[src/hw/rtl/pdfd_pkg.sv]
// ----------------------------------------------------------------------------
// pdfd_pkg
// shared types and constants of the optical delta frame decoder
// ----------------------------------------------------------------------------
`default_nettype none

package pdfd_pkg;

    // defaults for the top level parameters
    localparam int REF_BYTES_DEF      = 3;
    localparam int MAX_DELTA_BITS_DEF = 32;
    localparam int QUEUE_DEPTH_DEF    = 4;

    // header layout
    localparam int          CHANNELS      = 4;
    localparam logic [5:0]  MEAS_TYPE     = 6'h01;
    localparam logic [4:0]  STAMP_LAST    = 5'd8;
    localparam logic [4:0]  FRAME_POS     = 5'd9;
    localparam logic [4:0]  REF_FIRST_POS = 5'd10;

    // result kinds
    localparam logic KIND_SAMPLE = 1'b0;
    localparam logic KIND_ERROR  = 1'b1;

    // error codes
    localparam logic [1:0] ERR_NONE  = 2'd0;
    localparam logic [1:0] ERR_FRAME = 2'd1;
    localparam logic [1:0] ERR_RAW   = 2'd2;
    localparam logic [1:0] ERR_SIZE  = 2'd3;

    // work handed from the front part to the back part
    typedef enum logic [2:0] {
        OP_NOP,
        OP_CLEAR,
        OP_STAMP,
        OP_REF,
        OP_FSIZE,
        OP_COUNT,
        OP_DATA,
        OP_ERR
    } op_code_t;

    typedef struct packed {
        op_code_t   op;
        logic [7:0] data;
        logic [2:0] lane;       // stamp byte lane or reference byte lane
        logic [1:0] chan;       // reference channel
        logic [1:0] code;       // error code of an error op
        logic       short_err;  // packet ended inside the header
        logic       last;       // item carried the end mark
    } op_t;

    typedef enum logic [1:0] {
        FM_HEADER,
        FM_RAWHDR,
        FM_SKIP,
        FM_PAYLOAD
    } front_mode_t;

    typedef enum logic [1:0] {
        BK_IDLE,
        BK_EXTRACT,
        BK_SHORT
    } back_state_t;

endpackage

`default_nettype wire

[src/hw/rtl/ppg_delta_frame_decoder.sv]
// ----------------------------------------------------------------------------
// ppg_delta_frame_decoder
// decodes 4-channel optical packets with bit-packed deltas, one byte per item
// ----------------------------------------------------------------------------
// a header result passes through the op queue and the result register; a delta sample
// also passes through the BK_EXTRACT state, which holds the back end on a delta byte
//   until the deltas it completes are unpacked, one delta per cycle while the result
//   register can take each finished sample; a short-packet report passes through BK_SHORT
// the op queue (4 entries by default) keeps s_ready high while the back end unpacks, until it fills
// reset: synchronous, active low; clears queue, parser and result valid
`default_nettype none

module ppg_delta_frame_decoder #(
    parameter int REF_BYTES      = pdfd_pkg::REF_BYTES_DEF,
    parameter int MAX_DELTA_BITS = pdfd_pkg::MAX_DELTA_BITS_DEF,
    parameter int QUEUE_DEPTH    = pdfd_pkg::QUEUE_DEPTH_DEF
) (
    input  wire logic          aclk,
    input  wire logic          aresetn,
    // byte items in
    input  wire logic          s_valid,
    output logic               s_ready,
    input  wire logic [7:0]    s_data_byte,
    input  wire logic          s_packet_end,
    // result items out
    output logic               m_valid,
    input  wire logic          m_ready,
    output logic               m_kind,
    output logic [1:0]         m_error_code,
    output logic [63:0]        m_stamp,
    output logic [7:0]         m_sample_index,
    output logic signed [31:0] m_green_value,
    output logic signed [31:0] m_red_value,
    output logic signed [31:0] m_infrared_value,
    output logic signed [31:0] m_ambient_value,
    output logic               m_run_last
);

    // front to queue
    logic          push_valid;
    logic          push_ready;
    pdfd_pkg::op_t push_entry;

    // queue to back
    logic          pop_valid;
    logic          pop_ready;
    pdfd_pkg::op_t pop_entry;

    // header parsing and byte classification
    pdfd_front #(
        .REF_BYTES      (REF_BYTES),
        .MAX_DELTA_BITS (MAX_DELTA_BITS)
    ) u_front (
        .aclk         (aclk),
        .aresetn      (aresetn),
        .s_valid      (s_valid),
        .s_ready      (s_ready),
        .s_data_byte  (s_data_byte),
        .s_packet_end (s_packet_end),
        .q_valid      (push_valid),
        .q_ready      (push_ready),
        .q_entry      (push_entry)
    );

    // decouples parsing from unpacking so each side can stall alone
    pdfd_queue #(
        .DEPTH (QUEUE_DEPTH)
    ) u_queue (
        .aclk       (aclk),
        .aresetn    (aresetn),
        .push_valid (push_valid),
        .push_ready (push_ready),
        .push_entry (push_entry),
        .pop_valid  (pop_valid),
        .pop_ready  (pop_ready),
        .pop_entry  (pop_entry)
    );

    // timestamp, references, delta unpacking and the result register
    pdfd_back #(
        .REF_BYTES (REF_BYTES)
    ) u_back (
        .aclk             (aclk),
        .aresetn          (aresetn),
        .q_valid          (pop_valid),
        .q_ready          (pop_ready),
        .q_entry          (pop_entry),
        .m_valid          (m_valid),
        .m_ready          (m_ready),
        .m_kind           (m_kind),
        .m_error_code     (m_error_code),
        .m_stamp          (m_stamp),
        .m_sample_index   (m_sample_index),
        .m_green_value    (m_green_value),
        .m_red_value      (m_red_value),
        .m_infrared_value (m_infrared_value),
        .m_ambient_value  (m_ambient_value),
        .m_run_last       (m_run_last)
    );

`ifndef ASSERT_OFF
    // the front only queues an op when the queue has room
    a_no_overflow: assert property (@(posedge aclk) disable iff (!aresetn)
        push_valid |-> push_ready)
        else $error("op pushed into a full queue");

    // an error report is always the last result of its item
    a_error_last: assert property (@(posedge aclk) disable iff (!aresetn)
        (m_valid && m_kind) |-> m_run_last)
        else $error("error report not marked last");

    // error reports carry zero index and values, samples carry no code
    a_error_payload: assert property (@(posedge aclk) disable iff (!aresetn)
        m_valid |-> (m_kind ? (m_sample_index == 8'd0 && m_green_value == 32'sd0 &&
                               m_red_value == 32'sd0 && m_infrared_value == 32'sd0 &&
                               m_ambient_value == 32'sd0)
                            : (m_error_code == pdfd_pkg::ERR_NONE)))
        else $error("result payload does not match its kind");
`endif

endmodule

`default_nettype wire

[src/hw/rtl/pdfd_front.sv]
// ----------------------------------------------------------------------------
// pdfd_front
// header parser: classifies each byte and queues an op for the back part
// ----------------------------------------------------------------------------
`default_nettype none

module pdfd_front #(
    parameter int REF_BYTES      = pdfd_pkg::REF_BYTES_DEF,
    parameter int MAX_DELTA_BITS = pdfd_pkg::MAX_DELTA_BITS_DEF
) (
    input  wire logic             aclk,
    input  wire logic             aresetn,
    input  wire logic             s_valid,
    output logic                  s_ready,
    input  wire logic [7:0]       s_data_byte,
    input  wire logic             s_packet_end,
    output logic                  q_valid,
    input  wire logic             q_ready,
    output pdfd_pkg::op_t         q_entry
);

    localparam logic [4:0] FS_POS    = 5'(10 + pdfd_pkg::CHANNELS * REF_BYTES);
    localparam logic [4:0] COUNT_POS = FS_POS + 5'd1;
    localparam logic [1:0] LANE_LAST = 2'(REF_BYTES - 1);

    pdfd_pkg::front_mode_t mode_reg, mode_next;
    logic [4:0]            pos_reg, pos_next;
    logic [1:0]            lane_reg, lane_next;
    logic [1:0]            chan_reg, chan_next;

    logic accept;
    logic push;

    assign s_ready = q_ready;
    assign accept  = s_valid && q_ready;
    assign q_valid = accept && push;

    always_ff @(posedge aclk) begin
        if (!aresetn) begin
            mode_reg <= pdfd_pkg::FM_HEADER;
            pos_reg  <= '0;
            lane_reg <= '0;
            chan_reg <= '0;
        end else begin
            mode_reg <= mode_next;
            pos_reg  <= pos_next;
            lane_reg <= lane_next;
            chan_reg <= chan_next;
        end
    end

    always_comb begin
        mode_next = mode_reg;
        pos_next  = pos_reg;
        lane_next = lane_reg;
        chan_next = chan_reg;
        push      = 1'b0;

        q_entry           = '0;
        q_entry.op        = pdfd_pkg::OP_NOP;
        q_entry.data      = s_data_byte;
        q_entry.last      = s_packet_end;
        q_entry.short_err = s_packet_end;

        if (accept) begin
            case (mode_reg)
                pdfd_pkg::FM_HEADER, pdfd_pkg::FM_RAWHDR: begin
                    push = 1'b1;
                    if (pos_reg == 5'd0) begin
                        q_entry.op = pdfd_pkg::OP_CLEAR;
                        lane_next  = '0;
                        chan_next  = '0;
                        if (s_data_byte[5:0] != pdfd_pkg::MEAS_TYPE) begin
                            mode_next         = pdfd_pkg::FM_SKIP;
                            q_entry.short_err = 1'b0;
                        end else if (s_data_byte[7]) begin
                            mode_next = pdfd_pkg::FM_HEADER;
                        end else begin
                            mode_next = pdfd_pkg::FM_RAWHDR;
                        end
                    end else if (pos_reg <= pdfd_pkg::STAMP_LAST) begin
                        q_entry.op   = pdfd_pkg::OP_STAMP;
                        q_entry.lane = 3'(pos_reg - 5'd1);
                    end else if (pos_reg == pdfd_pkg::FRAME_POS) begin
                        if (s_data_byte[6:0] != 7'd0) begin
                            q_entry.op        = pdfd_pkg::OP_ERR;
                            q_entry.code      = pdfd_pkg::ERR_FRAME;
                            q_entry.short_err = 1'b0;
                            mode_next         = pdfd_pkg::FM_SKIP;
                        end else if (mode_reg == pdfd_pkg::FM_RAWHDR) begin
                            q_entry.op        = pdfd_pkg::OP_ERR;
                            q_entry.code      = pdfd_pkg::ERR_RAW;
                            q_entry.short_err = 1'b0;
                            mode_next         = pdfd_pkg::FM_SKIP;
                        end else begin
                            // nothing to do unless the packet ends here
                            push = s_packet_end;
                        end
                    end else if (pos_reg < FS_POS) begin
                        q_entry.op   = pdfd_pkg::OP_REF;
                        q_entry.lane = {1'b0, lane_reg};
                        q_entry.chan = chan_reg;
                        if (lane_reg == LANE_LAST) begin
                            lane_next = '0;
                            chan_next = chan_reg + 2'd1;
                        end else begin
                            lane_next = lane_reg + 2'd1;
                        end
                    end else if (pos_reg == FS_POS) begin
                        if (s_data_byte == 8'd0 || s_data_byte > 8'(MAX_DELTA_BITS)) begin
                            q_entry.op        = pdfd_pkg::OP_ERR;
                            q_entry.code      = pdfd_pkg::ERR_SIZE;
                            q_entry.short_err = 1'b0;
                            mode_next         = pdfd_pkg::FM_SKIP;
                        end else begin
                            q_entry.op = pdfd_pkg::OP_FSIZE;
                        end
                    end else begin
                        // sample count byte: the reference sample goes out here
                        q_entry.op        = pdfd_pkg::OP_COUNT;
                        q_entry.short_err = s_packet_end && (s_data_byte != 8'd0);
                        mode_next = (s_data_byte == 8'd0) ? pdfd_pkg::FM_SKIP
                                                           : pdfd_pkg::FM_PAYLOAD;
                    end
                    if (pos_reg != COUNT_POS) begin
                        pos_next = pos_reg + 5'd1;
                    end
                end
                pdfd_pkg::FM_PAYLOAD: begin
                    push              = 1'b1;
                    q_entry.op        = pdfd_pkg::OP_DATA;
                    q_entry.short_err = 1'b0;
                end
                default: begin
                    push = 1'b0;
                end
            endcase

            if (s_packet_end) begin
                mode_next = pdfd_pkg::FM_HEADER;
                pos_next  = '0;
            end
        end
    end

endmodule

`default_nettype wire

[src/hw/rtl/pdfd_queue.sv]
// ----------------------------------------------------------------------------
// pdfd_queue
// short op queue between the front and back parts
// ----------------------------------------------------------------------------
`default_nettype none

module pdfd_queue #(
    parameter int DEPTH = pdfd_pkg::QUEUE_DEPTH_DEF
) (
    input  wire logic          aclk,
    input  wire logic          aresetn,
    input  wire logic          push_valid,
    output logic               push_ready,
    input  wire pdfd_pkg::op_t push_entry,
    output logic               pop_valid,
    input  wire logic          pop_ready,
    output pdfd_pkg::op_t      pop_entry
);

    localparam int PW = $clog2(DEPTH);
    localparam int CW = $clog2(DEPTH + 1);
    localparam logic [PW-1:0] PTR_LAST = PW'(DEPTH - 1);

    pdfd_pkg::op_t slot_reg [DEPTH];
    logic [PW-1:0] wr_ptr_reg, rd_ptr_reg;
    logic [CW-1:0] fill_reg;

    logic do_push, do_pop;

    assign push_ready = (fill_reg != CW'(DEPTH));
    assign pop_valid  = (fill_reg != '0);
    assign pop_entry  = slot_reg[rd_ptr_reg];
    assign do_push    = push_valid && push_ready;
    assign do_pop     = pop_valid && pop_ready;

    always_ff @(posedge aclk) begin
        if (!aresetn) begin
            wr_ptr_reg <= '0;
            rd_ptr_reg <= '0;
            fill_reg   <= '0;
        end else begin
            if (do_push) begin
                wr_ptr_reg <= (wr_ptr_reg == PTR_LAST) ? '0 : wr_ptr_reg + PW'(1);
            end
            if (do_pop) begin
                rd_ptr_reg <= (rd_ptr_reg == PTR_LAST) ? '0 : rd_ptr_reg + PW'(1);
            end
            if (do_push && !do_pop) begin
                fill_reg <= fill_reg + CW'(1);
            end else if (do_pop && !do_push) begin
                fill_reg <= fill_reg - CW'(1);
            end
        end
    end

    always_ff @(posedge aclk) begin
        if (do_push) begin
            slot_reg[wr_ptr_reg] <= push_entry;
        end
    end

endmodule

`default_nettype wire

[src/hw/rtl/pdfd_back.sv]
// ----------------------------------------------------------------------------
// pdfd_back
// executes queued ops: timestamp, reference values, delta unpacking, results
// ----------------------------------------------------------------------------
`default_nettype none

module pdfd_back #(
    parameter int REF_BYTES = pdfd_pkg::REF_BYTES_DEF
) (
    input  wire logic          aclk,
    input  wire logic          aresetn,
    input  wire logic          q_valid,
    output logic               q_ready,
    input  wire pdfd_pkg::op_t q_entry,
    output logic               m_valid,
    input  wire logic          m_ready,
    output logic               m_kind,
    output logic [1:0]         m_error_code,
    output logic [63:0]        m_stamp,
    output logic [7:0]         m_sample_index,
    output logic signed [31:0] m_green_value,
    output logic signed [31:0] m_red_value,
    output logic signed [31:0] m_infrared_value,
    output logic signed [31:0] m_ambient_value,
    output logic               m_run_last
);

    localparam int          NCH       = pdfd_pkg::CHANNELS;
    localparam int          REF_W     = 8 * REF_BYTES;
    localparam logic [31:0] REF_MASK  = 32'((64'd1 << REF_W) - 64'd1);
    localparam logic [1:0]  LANE_LAST = 2'(REF_BYTES - 1);

    pdfd_pkg::back_state_t state_reg, state_next;
    logic [63:0] stamp_reg, stamp_next;
    logic [31:0] sums_reg [NCH];
    logic [31:0] sums_next [NCH];
    logic [5:0]  delta_bits_reg, delta_bits_next;
    logic [7:0]  samples_left_reg, samples_left_next;
    logic [7:0]  sample_counter_reg, sample_counter_next;
    logic [39:0] bit_buffer_reg, bit_buffer_next;
    logic [5:0]  bits_held_reg, bits_held_next;
    logic [1:0]  cursor_reg, cursor_next;
    logic        active_reg, active_next;
    logic        last_pend_reg, last_pend_next;

    // result register
    logic        m_valid_reg;
    logic        kind_reg;
    logic [1:0]  code_reg;
    logic [63:0] stamp_out_reg;
    logic [7:0]  index_reg;
    logic [31:0] value_reg [NCH];
    logic        run_last_reg;

    logic        out_free;
    logic        out_load;
    logic        out_kind;
    logic [1:0]  out_code;
    logic [7:0]  out_index;
    logic        out_run_last;

    // datapath terms
    logic [39:0] buf_fill;
    logic [5:0]  held_fill;
    logic [31:0] low_word;
    logic [31:0] delta_mask;
    logic [5:0]  delta_m1;
    logic [31:0] delta_val;
    logic [39:0] buf_shift;
    logic [5:0]  held_shift;
    logic        more_sample;
    logic [31:0] ref_val [NCH];

    assign out_free = !m_valid_reg || m_ready;

    assign buf_fill    = bit_buffer_reg | (40'(q_entry.data) << bits_held_reg);
    assign held_fill   = bits_held_reg + 6'd8;
    assign low_word    = bit_buffer_reg[31:0];
    assign delta_mask  = ~(32'hFFFF_FFFF << delta_bits_reg);
    assign delta_m1    = delta_bits_reg - 6'd1;
    assign delta_val   = low_word[delta_m1[4:0]] ? (low_word | ~delta_mask)
                                                 : (low_word & delta_mask);
    assign buf_shift   = bit_buffer_reg >> delta_bits_reg;
    assign held_shift  = bits_held_reg - delta_bits_reg;
    // enough bits left for four more deltas
    assign more_sample = ({2'b00, held_shift} >= {delta_bits_reg, 2'b00});

    // reference byte assembly: the current lane merged into each channel's value
    always_comb begin
        logic [31:0] raw;
        for (int c = 0; c < NCH; c++) begin
            if (q_entry.lane[1:0] == 2'd0) begin
                raw = {24'd0, q_entry.data};
            end else begin
                raw = sums_reg[c] | (32'(q_entry.data) << {q_entry.lane[1:0], 3'b000});
            end
            if (q_entry.lane[1:0] == LANE_LAST) begin
                raw = raw[REF_W-1] ? (raw | ~REF_MASK) : (raw & REF_MASK);
            end
            ref_val[c] = raw;
        end
    end

    always_comb begin
        state_next          = state_reg;
        stamp_next          = stamp_reg;
        sums_next           = sums_reg;
        delta_bits_next     = delta_bits_reg;
        samples_left_next   = samples_left_reg;
        sample_counter_next = sample_counter_reg;
        bit_buffer_next     = bit_buffer_reg;
        bits_held_next      = bits_held_reg;
        cursor_next         = cursor_reg;
        active_next         = active_reg;
        last_pend_next      = last_pend_reg;
        q_ready             = 1'b0;
        out_load            = 1'b0;
        out_kind            = pdfd_pkg::KIND_SAMPLE;
        out_code            = pdfd_pkg::ERR_NONE;
        out_index           = 8'd0;
        out_run_last        = 1'b1;

        case (state_reg)
            pdfd_pkg::BK_IDLE: begin
                if (q_valid) begin
                    case (q_entry.op)
                        pdfd_pkg::OP_CLEAR: begin
                            q_ready    = 1'b1;
                            stamp_next = '0;
                        end
                        pdfd_pkg::OP_STAMP: begin
                            q_ready    = 1'b1;
                            stamp_next = stamp_reg |
                                         (64'(q_entry.data) << {q_entry.lane, 3'b000});
                        end
                        pdfd_pkg::OP_REF: begin
                            q_ready = 1'b1;
                            for (int c = 0; c < NCH; c++) begin
                                if (q_entry.chan == 2'(c)) begin
                                    sums_next[c] = ref_val[c];
                                end
                            end
                        end
                        pdfd_pkg::OP_FSIZE: begin
                            q_ready         = 1'b1;
                            delta_bits_next = q_entry.data[5:0];
                        end
                        pdfd_pkg::OP_ERR: begin
                            if (out_free) begin
                                q_ready  = 1'b1;
                                out_load = 1'b1;
                                out_kind = pdfd_pkg::KIND_ERROR;
                                out_code = q_entry.code;
                            end
                        end
                        pdfd_pkg::OP_COUNT: begin
                            if (out_free) begin
                                q_ready             = 1'b1;
                                out_load            = 1'b1;
                                out_run_last        = !q_entry.short_err;
                                samples_left_next   = q_entry.data;
                                sample_counter_next = '0;
                                bit_buffer_next     = '0;
                                bits_held_next      = '0;
                                cursor_next         = '0;
                                active_next = (q_entry.data != 8'd0) && !q_entry.last;
                            end
                        end
                        pdfd_pkg::OP_DATA: begin
                            q_ready = 1'b1;
                            if (active_reg) begin
                                bit_buffer_next = buf_fill;
                                bits_held_next  = held_fill;
                                if (held_fill >= delta_bits_reg) begin
                                    state_next     = pdfd_pkg::BK_EXTRACT;
                                    last_pend_next = q_entry.last;
                                end else if (q_entry.last) begin
                                    state_next = pdfd_pkg::BK_SHORT;
                                end
                            end
                        end
                        default: begin
                            q_ready = 1'b1;
                        end
                    endcase
                    // header cut short: report once this op is done
                    if (q_ready && q_entry.short_err) begin
                        state_next = pdfd_pkg::BK_SHORT;
                    end
                end
            end

            pdfd_pkg::BK_EXTRACT: begin
                if (cursor_reg != 2'd3 || out_free) begin
                    bit_buffer_next = buf_shift;
                    bits_held_next  = held_shift;
                    cursor_next     = cursor_reg + 2'd1;
                    for (int c = 0; c < NCH; c++) begin
                        if (cursor_reg == 2'(c)) begin
                            sums_next[c] = sums_reg[c] + delta_val;
                        end
                    end
                    if (cursor_reg == 2'd3) begin
                        sample_counter_next = sample_counter_reg + 8'd1;
                        samples_left_next   = samples_left_reg - 8'd1;
                        out_load            = 1'b1;
                        out_index           = sample_counter_reg + 8'd1;
                        if (samples_left_reg == 8'd1) begin
                            active_next  = 1'b0;
                            out_run_last = 1'b1;
                        end else begin
                            out_run_last = !(more_sample || last_pend_reg);
                        end
                    end
                    if (active_next && held_shift >= delta_bits_reg) begin
                        state_next = pdfd_pkg::BK_EXTRACT;
                    end else if (last_pend_reg && active_next) begin
                        state_next = pdfd_pkg::BK_SHORT;
                    end else begin
                        state_next = pdfd_pkg::BK_IDLE;
                        if (last_pend_reg) begin
                            active_next = 1'b0;
                        end
                    end
                end
            end

            pdfd_pkg::BK_SHORT: begin
                if (out_free) begin
                    out_load    = 1'b1;
                    out_kind    = pdfd_pkg::KIND_ERROR;
                    out_code    = pdfd_pkg::ERR_SIZE;
                    active_next = 1'b0;
                    state_next  = pdfd_pkg::BK_IDLE;
                end
            end

            default: begin
                state_next = pdfd_pkg::BK_IDLE;
            end
        endcase
    end

    always_ff @(posedge aclk) begin
        if (!aresetn) begin
            state_reg     <= pdfd_pkg::BK_IDLE;
            active_reg    <= 1'b0;
            last_pend_reg <= 1'b0;
            m_valid_reg   <= 1'b0;
        end else begin
            state_reg     <= state_next;
            active_reg    <= active_next;
            last_pend_reg <= last_pend_next;
            if (out_load) begin
                m_valid_reg <= 1'b1;
            end else if (m_ready) begin
                m_valid_reg <= 1'b0;
            end
        end
    end

    always_ff @(posedge aclk) begin
        stamp_reg          <= stamp_next;
        sums_reg           <= sums_next;
        delta_bits_reg     <= delta_bits_next;
        samples_left_reg   <= samples_left_next;
        sample_counter_reg <= sample_counter_next;
        bit_buffer_reg     <= bit_buffer_next;
        bits_held_reg      <= bits_held_next;
        cursor_reg         <= cursor_next;
        if (out_load) begin
            kind_reg      <= out_kind;
            code_reg      <= out_code;
            stamp_out_reg <= stamp_next;
            index_reg     <= out_index;
            run_last_reg  <= out_run_last;
            for (int c = 0; c < NCH; c++) begin
                value_reg[c] <= (out_kind == pdfd_pkg::KIND_ERROR) ? 32'd0 : sums_next[c];
            end
        end
    end

    assign m_valid          = m_valid_reg;
    assign m_kind           = kind_reg;
    assign m_error_code     = code_reg;
    assign m_stamp          = stamp_out_reg;
    assign m_sample_index   = index_reg;
    assign m_green_value    = value_reg[0];
    assign m_red_value      = value_reg[1];
    assign m_infrared_value = value_reg[2];
    assign m_ambient_value  = value_reg[3];
    assign m_run_last       = run_last_reg;

endmodule

`default_nettype wire

[config.mk]
export PLATFORM = sky130hd
export DESIGN_NAME = ppg_delta_frame_decoder
export DESIGN_NICKNAME = d
export VERILOG_FILES = /design/src/hw/rtl/pdfd_pkg.sv /design/src/hw/rtl/ppg_delta_frame_decoder.sv /design/src/hw/rtl/pdfd_front.sv /design/src/hw/rtl/pdfd_queue.sv /design/src/hw/rtl/pdfd_back.sv
export SDC_FILE = /design/constraint.sdc
export NUM_CORES = 2
export LEC_CHECK = 0
export ABC_CLOCK_PERIOD_IN_PS = 13800
export BUFFER_PORTS_ARGS = -buffer_cell sky130_fd_sc_hd__buf_4
export CORE_ASPECT_RATIO = 1.5
export CORE_MARGIN = 1
export CORE_UTILIZATION = 30
export CTS_CLUSTER_DIAMETER = 40
export DETAILED_ROUTE_END_ITERATION = 6
export GPL_TIMING_DRIVEN = 0
export HOLD_SLACK_MARGIN = 0.1
export PLACE_DENSITY_LB_ADDON = 0.08
export SKIP_CTS_REPAIR_TIMING = 1
export SLEW_MARGIN = 20
export SYNTH_ARGS = -nofsm -noshare
export SYNTH_HDL_FRONTEND = slang
export SYNTH_SLANG_ARGS = --single-unit
[constraint.sdc]
create_clock -name aclk -period 13.8 [get_ports aclk]
set_input_delay 1.38 -clock aclk [delete_from_list [all_inputs] [get_ports aclk]]
set_output_delay 1.38 -clock aclk [all_outputs]
set_load 0.02 [all_outputs]
==> results.json <==
{
  "outcome": "finished, violations left",
  "violations": "DRC",
  "path_max_fanout": 10,
  "die_h_um": 412,
  "critPathMaxStageDelay_ns": 0.78,
  "stdcell_count": 5248,
  "clockBufferDepth": 3,
  "drive_gt1_share_pct": 15.4,
  "numCtsBuffers": 93,
  "syn_to_final_growth_pct": 21.7,
  "yosysSeqAreaShare_pct": 44.5,
  "syn_area_um2": 33600,
  "synth.ff_latch_count": 571,
  "path_common_cell": "nand2_1",
  "whs_endpoint": "u_back.stamp_reg[23]",
  "hp-class": "reg2reg",
  "yosysTopAreaCellShare_pct": 31.6,
  "crit_path_start_kind": "flip-flop",
  "layout_commonest_cell": "edfxtp_1",
  "hold_depth": 1,
  "nets": 3938,
  "synth_cell_types": 91,
  "via_per_inst": 5.58,
  "p_per_area_nw_per_um2": 329,
  "tightest_slew_ns": 1.20,
  "ios": 219,
  "async_reset_ff_share_pct": 0,
  "maxCapViolCount": 0,
  "antenna_found_initial": 6,
  "gr-usage-all-layers_pct": 26.8,
  "die_x_um": 275,
  "initial_core_util_pct": 30.2,
  "htree_levels": 3,
  "mostFrequentLayoutCells": "354 x edfxtp_1, 341 x nand2_1, 336 x a21oi_1, 250 x nor2_1, 220 x buf_4",
  "antenna_left": 0,
  "root_buffer": "clkbuf_16",
  "reg2regPathDepth": 22,
  "gp_congestion": 0.954,
  "drt_iter0_drc": 2474,
  "fmax_ghz": 0.104,
  "worstReg2RegStart": "u_back.delta_bits_reg[0]",
  "place_inst": 5067,
  "first_global_vias": 29200,
  "grt_pass1_wl_mm": 216,
  "cts.sinks": 571,
  "syn_area_per_cell_um2": 9.93,
  "die_area_um2": 113000,
  "clock_latency_ns": 0.72,
  "maxSlewViolCount": 0,
  "cp_cell_sequence": "buf_2 -> clkbuf_1 -> buf_1 -> inv_1 -> ha_1 -> buf_1 -> mux4_2 -> mux4_2 -> mux2_2 -> clkbuf_1 -> nand2_1 -> nand2_1 -> ha_1 -> nand2_1 -> a21oi_1 -> a221o_1 -> nor3_1 -> o21ai_0 -> a41oi_1 -> xnor2_1 -> or3_1 -> a31oi_1",
  "synth_edf_count": 354,
  "grt_start_max_net_pins": 32,
  "critical_path.slowest_cell": "buf_1",
  "synth_cells": 3385,
  "cp.arrival_ns": 10.07,
  "rsz0062_at_grt": "false",
  "gr-total-overflow": 0,
  "clk_pin_slew_ns": 0.06,
  "layout_worst_path_cycle_share_pct": 69.9,
  "drt_wl_total_mm": 154,
  "clock_skew_ns": 0.0533,
  "wire_per_inst_um": 29.3,
  "r2r-end": "u_back.value_reg[1][31]",
  "synth_ff_type": "edfxtp_1",
  "finalHoldViolations": 0,
  "setup_viol": 0,
  "port_buffers": 218,
  "cts_tree": "done",
  "tns_ns": 0,
  "fin_crit_ns": 9.64,
  "required_ns": 14.22,
  "synth_warnings": 0,
  "peakVddDrop_mv": 0.165,
  "hpwl_mm": 114,
  "reg2reg_slack_ns": 4.16,
  "syn_nets": 3605,
  "core-area_um2": 111000,
  "drt_first_pass_iters": 7,
  "rows": 150,
  "critPathKind": "reg2reg",
  "end_kind": "flip-flop",
  "max_slew_margin_pct": 20.0,
  "min_from": "u_back.stamp_reg[23]",
  "vias": 29300,
  "p_leak_nw": 16.2,
  "synth.largest_area_cell": "edfxtp_1",
  "ys_top_cells_by_area": "edfxtp_1 32%, dfxtp_1 13%, ha_1 7.5%",
  "drc": 2
}
-- layer usage --
layer / vias up / wire length (um) / GRT usage (%)
li1: 13400 / - / -
met2: 1127 / 74400 / 44.9
met4: 2 / 10500 / 17.4
met3: 350 / 8310 / 4.19
met1: 14400 / 60400 / 31.5
met5: - / 20 / 0
-- kinds of logic (layout without fill, tap and decap cells) --
logic type	Yosys count	in the layout	share of synthesized area, %
flops	571	571	44.5
other cells	0	6	0
simple gates	1044	1044	14.9
fa+ha+maj	207	207	7.84
compound gates	1002	1002	18.9
buf+inv	245	658	2.82
xor+xnor	124	124	3.23
mux	192	192	7.76
-- area by class of cell --
type	count	area, um2
Fill cell	11300	70400
Multi-Input combinational cell	2569	17800
Sequential cell	571	15000
Clock buffer	105	2400
Timing Repair Buffer	238	2040
Tap cell	1444	1810
Clock inverter	70	950
Buffer	180	721
Inverter	65	244
Antenna cell	6	15.0
-- where the power goes --
group / total [mW] / internal [mW] / switching [mW] / leakage (nW)
Combinational: 7.67 / 2.59 / 5.08 / 9.40
Sequential: 3.27 / 2.74 / 0.533 / 5.16
Clock: 2.52 / 1.54 / 0.985 / 1.60
-- stage by stage --
stage,util [%],power (mW),hold slack (ns),cell area [um2],worst slack [ns]
after floorplan,-,7.80,0.444,33600,0.987
after global routing,36.8,14.2,0.504,40900,3.78
final,36.8,13.5,0.477,40900,4.16
after detailed placement,33.7,10.9,0.461,37600,4.13
after CTS,36.8,13.5,0.482,40900,4.12
after global placement,33.3,10.7,0.458,37100,-6.40
-- worst max-delay path by stage --
stage / startpoint / to / slack [ns] / depth (start not counted)
global placement: m_ready / u_back.value_reg[3][1] / -6.40 / 7
global route: u_back.delta_bits_reg[0] / u_back.value_reg[1][31] / 3.78 / 21
detailed placement: u_back.delta_bits_reg[0] / u_back.value_reg[1][31] / 4.13 / 21
finish: u_back.delta_bits_reg[0] / u_back.value_reg[1][31] / 4.16 / 22
floorplan: m_ready / u_back.m_error_code[0] / 0.99 / 6
CTS: u_back.delta_bits_reg[0] / u_back.value_reg[1][31] / 4.12 / 21
-- worst max-delay path, delay by kind of cell (launching register included) --
kind	cells	cell delay, ns
muxes	3	1.38
buffers and inverters	6	2.80
AOI/OAI and AO/OA	5	1.79
xor gates and xnor gates	1	0.12
and+or+nand+nor	5	1.59
DFF	1	0.62
adders and majority gates	2	1.03
-- synth_stat cells, types with 8 or more instances --
cell type  count
and2_1       122
buf_1         25
dfxtp_1      217
or3_1         11
nand3b_1      10
nand3_1       69
a31oi_1       45
o21a_1        27
a21o_1        62
or2_2         19
mux4_2        49
a221o_1        8
and3_1        24
a21oi_1      338
a21boi_0      16
a221oi_1      17
o221ai_1      30
a22oi_1       25
inv_1         61
o21bai_1      13
xnor2_1       62
xor2_1        62
o22ai_1       61
nor3_1        58
nor2_1       253
ha_1         201
a211oi_1      24
nor4_1        12
clkbuf_1     143
o31ai_1       13
a222oi_1       8
nor2b_1       37
nor3b_1       11
nand4_1       23
a22o_1        41
nand2b_1      17
o211ai_1      18
o21ai_0      183
mux2i_1       92
nand2_1      341
edfxtp_1     354
buf_2          9
mux2_2        50
Note: power is estimated with default switching activity, not from simulation.
